<file path="src/hdl/assert_macros.svh">
// Assertion helpers shared by the RTL. Synthesis builds see empty macros.
`ifndef ASSERT_MACROS_SVH
`define ASSERT_MACROS_SVH

`ifndef SYNTHESIS

// Property must hold at every clock edge outside reset.
`define PFX_ASSERT(lbl, clk, rst_n, prop) \
	lbl: assert property (@(posedge clk) disable iff (!rst_n) (prop)) \
		else $error("assertion failed");

// Antecedent implies consequent at the same edge.
`define PFX_ASSERT_IMPLY(lbl, clk, rst_n, ante, cons) \
	lbl: assert property (@(posedge clk) disable iff (!rst_n) (ante) |-> (cons)) \
		else $error("implication failed");

// Antecedent implies consequent at the following edge.
`define PFX_ASSERT_NEXT(lbl, clk, rst_n, ante, cons) \
	lbl: assert property (@(posedge clk) disable iff (!rst_n) (ante) |=> (cons)) \
		else $error("next-cycle implication failed");

`else

`define PFX_ASSERT(lbl, clk, rst_n, prop)
`define PFX_ASSERT_IMPLY(lbl, clk, rst_n, ante, cons)
`define PFX_ASSERT_NEXT(lbl, clk, rst_n, ante, cons)

`endif

`endif

</file>
<file path="src/hdl/pfx_ram.sv">
`default_nettype none

module pfx_ram #(
	parameter int WIDTH = 32,
	parameter int DEPTH = 128
) (
	input  wire logic                     clk,
	input  wire logic                     we,
	input  wire logic [$clog2(DEPTH)-1:0] waddr,
	input  wire logic [WIDTH-1:0]         wdata,
	input  wire logic [$clog2(DEPTH)-1:0] raddr,
	output logic      [WIDTH-1:0]         rdata
);

	logic [WIDTH-1:0] mem_q [DEPTH];

	always_ff @(posedge clk) begin
		if (we) begin
			mem_q[waddr] <= wdata;
		end
		rdata <= mem_q[raddr];
	end

endmodule

`default_nettype wire

</file>
<file path="config.mk">
export PLATFORM = sky130hd
export DESIGN_NAME = pfx_ram
export DESIGN_NICKNAME = d
export VERILOG_FILES = /design/src/hdl/assert_macros.svh /design/src/hdl/pfx_ram.sv
export SDC_FILE = /design/constraint.sdc
export NUM_CORES = 2
export LEC_CHECK = 0
export BUFFER_PORTS_ARGS = -buffer_cell sky130_fd_sc_hd__buf_2
export CAP_MARGIN = 25
export CORE_MARGIN = 2
export CORE_UTILIZATION = 35
export DETAILED_ROUTE_END_ITERATION = 6
export GPL_TIMING_DRIVEN = 1
export MAX_ROUTING_LAYER = met4
export PLACE_DENSITY = 0.52
export SLEW_MARGIN = 30
export SYNTH_ARGS = -nofsm -noshare
export SYNTH_HDL_FRONTEND = slang
export SYNTH_SLANG_ARGS = --single-unit
</file>
<file path="constraint.sdc">
create_clock -name clk -period 4.7 [get_ports clk]
set_clock_uncertainty 0.1 [all_clocks]
set_input_delay 0.94 -clock clk [delete_from_list [all_inputs] [get_ports clk]]
set_output_delay 0.94 -clock clk [all_outputs]
set_load 0.05 [all_outputs]
</file>
======== Yosys cells after proc, flatten, opt, wreduce, memory -nomap -nowiden ========
Memories as Yosys holds them, arrays and structs flattened. A register that Yosys moved wholly into a read port is not among the register bits.
Index checks and enable logic that the tools add are counted.
storage, ports and cells
  register bits ........................... 0
  memory bits (writable) .................. 4096
  word-level logic and storage cells ...... 3
  memories kept ........................... 1
cells by class
  mux-type cells .......................... 2
memories
  name   depth  bits a word  read ports  clocked after Yosys merged registers in  wr ports  line           source
  mem_q  128    32           1           1                                        1         pfx_ram.sv:15  logic [WIDTH-1:0] mem_q [DEPTH];
operator list
  kind    count
  $mux 1  2

======== Logic depth before layout (Yosys ltp) ========
  word-level depth ........................ 2
  gate-level depth with buffers ........... 8

======== Worst setup path before layout ========
Ideal clock, no wire load.
  path kind ............................... input to register
  start ................................... input port we
  end ..................................... memory mem_q[98][0], enable pin
  setup time .............................. 461 ps
  arrival ................................. 3718 ps
  required time ........................... 4139 ps
  slack ................................... 421 ps
  stages on the path ...................... 3
  buffers on the path ..................... 1
  cells stage by stage .................... clkbuf_1 nand4_1 nor3_1
between the ends
  word-level cells in the longest chain between the ends .. 2
ends and longest elaborated chain
  element                       line           source
  start, declared               pfx_ram.sv:8   input wire logic we,
  $mux 1                        pfx_ram.sv:18  if (we) begin
  $mux 1 (implied by the code)  pfx_ram.sv:19  mem_q[waddr] <= wdata;
  end, declared                 pfx_ram.sv:15
Every way passes these cells.

==> summary.md <==
| Metric | Value |
|---|---|
| Status | `completed` |
| Final setup vio count | `0` |
| Drt drc | `0` |
| Cell area after synthesis | `156000 um^2` |
| Grt total ovfl | `0` |
| Area leader, netlist | `edfxtp_1` |
| Internal Power | `61.0 mW` |
| Drt first pass iters | `5` |
| Crit path cell chain | `buf_8 -> buf_12 -> buf_4 -> buf_4 -> mux4_2 -> mux4_2 -> mux4_2 -> mux2_2` |
| # resized after CTS | `0` |
| Slew @ Worst Pin | `1020 ps` |
| Syn_area_per_cell | `26.1 um^2` |
| Most Frequent Cell on Critical Path | `mux4_2` |
| Hold Crit Class | `in2reg` |
| Worst reg-to-reg setup slack | `1830 ps` |
| Worst Hold Endpoint | `mem_q[66][28]` |
| Hold Vio Cnt, Final | `0` |
| Psw | `17.3 mW` |
| TritonCTS buffer count | `415` |
| CTS max path bufs | `4` |
| CP Max Fanout | `47` |
| Most numerous cell in the Yosys netlist | `edfxtp_1` |
| CP peak stage delay | `670 ps` |
| Final #Nets | `6606` |
| Post-synth EDFFs | `4096` |
| Most frequent cells after synthesis | `edfxtp_1, mux4_2, clkbuf_1, nor2_1, buf_2` |
| Flip-flop and latch count after synthesis | `4128` |
| FF-to-FF path depth | `4` |
| CTS Root Cell | `clkbuf_16` |
| Worst-case vdd ir drop | `0.000331 V` |
| HPWL reported at the end of detailed placement | `267 mm` |
| Vias in the first global route | `72700` |
| FF-to-FF End | `rdata[20]` |
| Post-route antenna net violation count | `0` |
| Core Region | `445000 um^2` |
| Total Routing Usage GR | `0.209` |
| Crit path DAT | `4260 ps` |
| Element type at the critical path end | `flop` |
| DIE AREA | `452000 um^2` |
| Max-slew violations | `0` |
| Combinational Power Share | `0.057` |
| Overall routed net length | `462 mm` |
| Worst path slowest cell | `mux4_2` |
| Total power | `78.2 mW` |
| Gpl congestion | `0.816` |
| Final setup TNS | `0 ps` |
| Std cell rows | `245` |
| Seq/Total Area, Yosys | `0.791` |
| Clock power share | `0.420` |
| Initial core utilization | `0.351` |
| Synth Warn # | `0` |
| Setup Buffers After CTS | `0` |
| Largest net degree at the start of global routing | `95` |
| Final period utilization | `0.745` |
| Worst hold slack | `301 ps` |
| Worst R2R Start | `mem_q[54][20]` |
| Syn Inst Count | `5990` |
| Relative slew margins | `0.318` |
| CTS clk-pin slew, worst paths | `60 ps` |
| Unrepaired setup endpoints after global routing | `no` |
| Routed vias/inst | `5.56` |
| Max frequency | `286 MHz` |
| HP Start | `wdata[28]` |
| CTS tree | `yes` |
| Ports | `80` |
| Die Ht | `672 um` |
| LEAKAGE | `55.3 nW` |
| CP Class | `in2reg` |
| Routed via count | `71700` |
| Yosys cell types | `17` |
| CTS H-Tree Depth | `5` |
| Asr flop ratio synth | `0` |
| Clock latency on the worst-skew pair | `990 ps` |
| Initial DRC Count | `10000` |
| CTS Hold Bufs | `0` |
| Worst setup SP type | `input port` |
| Area share of the leading cell type in the synthesized netlist | `0.787` |
| Sw Share | `0.221` |
| First-pass GRT wire length | `629 mm` |
| WHS Path Cells | `1` |
| Critical Path RT | `5460 ps` |
| Die width | `672 um` |
| Primary FF master, synth | `edfxtp_1` |
| Initial antenna violation count | `68` |
| Final worst path period need | `3500 ps` |
| PortBufs | `79` |
| # clock sinks | `4128` |
| Largest cells by area after synthesis | `edfxtp_1, mux4_2, clkbuf_1, dfxtp_1, nor2_1` |
| Max-cap viol count | `0` |
| Share of layout cells above drive strength 1 | `0.374` |
| Layout Area Growth over Synthesis | `16.3%` |
| Routed len/inst | `35.9 um` |
| P per Cell Area | `430 nW/um^2` |
| Sequential Power Share | `0.523` |
| Syn Nets | `6038` |
layer usage:
metal	wire, um	vias up	global-route usage
met5	0	-	-
met4	11600	0	0.0494
met3	30300	534	0.0275
met2	233000	2865	0.346
met1	187000	40600	0.278
li1	-	27700	-
worst max-delay path, delay by kind of cell:
family                 cells  cell delay (ps)
buffers and inverters      4             1150
multiplexers               4             1960
worst max path at each step:
stage | startpoint | end | slack, ps | cells past startpoint
2_1_floorplan | we | mem_q[98][0] | 420 | 3
3_5_place_dp | raddr[2] | rdata[7] | 220 | 8
5_1_grt | raddr[2] | rdata[7] | 1210 | 8
3_3_place_gp | raddr[2] | rdata[7] | 250 | 8
6_report | raddr[2] | rdata[7] | 1200 | 8
4_1_cts | rdata[20] | rdata[20] | 1240 | 1
stage by stage:
stage / utilization / area [um^2] / instances / setup WS, ps
final: 0.409 / 182000 / 12900 / 1200
after floorplan: - / 156000 / 5990 / 421
after global placement: 0.378 / 168000 / 12100 / 246
after global routing: 0.408 / 182000 / 12900 / 1210
after detailed placement: 0.378 / 168000 / 12100 / 223
after CTS: 0.408 / 182000 / 12800 / 1240
power by group through the flow:
stage | clock network, mW | registers [mW] | logic [mW]
2_1_floorplan | 0 | 41.7 | 1.96
3_3_place_gp | 0 | 41.7 | 4.51
3_5_place_dp | 0 | 41.7 | 4.57
4_1_cts | 33.4 | 40.9 | 4.57
5_1_grt | 34.8 | 40.9 | 4.65
6_report | 32.8 | 40.9 | 4.50
state kept, by name, indices dropped and copies added (netlist names):
name   cells
mem_q   4096
rdata     32
cell type report:
class / instances / area, um^2
Antenna cell: 61 / 153
Clock buffer: 500 / 10800
Clock inverter: 262 / 2540
Fill cell: 38200 / 263000
Multi-Input combinational cell: 1546 / 32300
Sequential cell: 4128 / 124000
Tap cell: 5928 / 7420
Timing Repair Buffer: 467 / 4860
cells by family after synthesis:
family,count (synthesis),share of synthesized area
buffers and inverters,316,0.00839
flip-flops,4128,0.791
multiplexers,1376,0.196
AND/OR/NAND/NOR,170,0.00446
cell usage in the layout (no fill, tap or decap), drive strengths merged, types with 14 or more instances in the layout:
cell type / synthesis / routed
bufinv: 0 / 41
edfxtp: 4096 / 4096
mux4: 1344 / 1344
dfxtp: 32 / 32
mux2: 32 / 32
nor2: 122 / 122
clkinv: 0 / 195
clkinvlp: 0 / 14
clkbuf: 182 / 500
diode: 0 / 61
nand2: 14 / 14
buf: 134 / 467
Power figures use the tool's default switching activity.
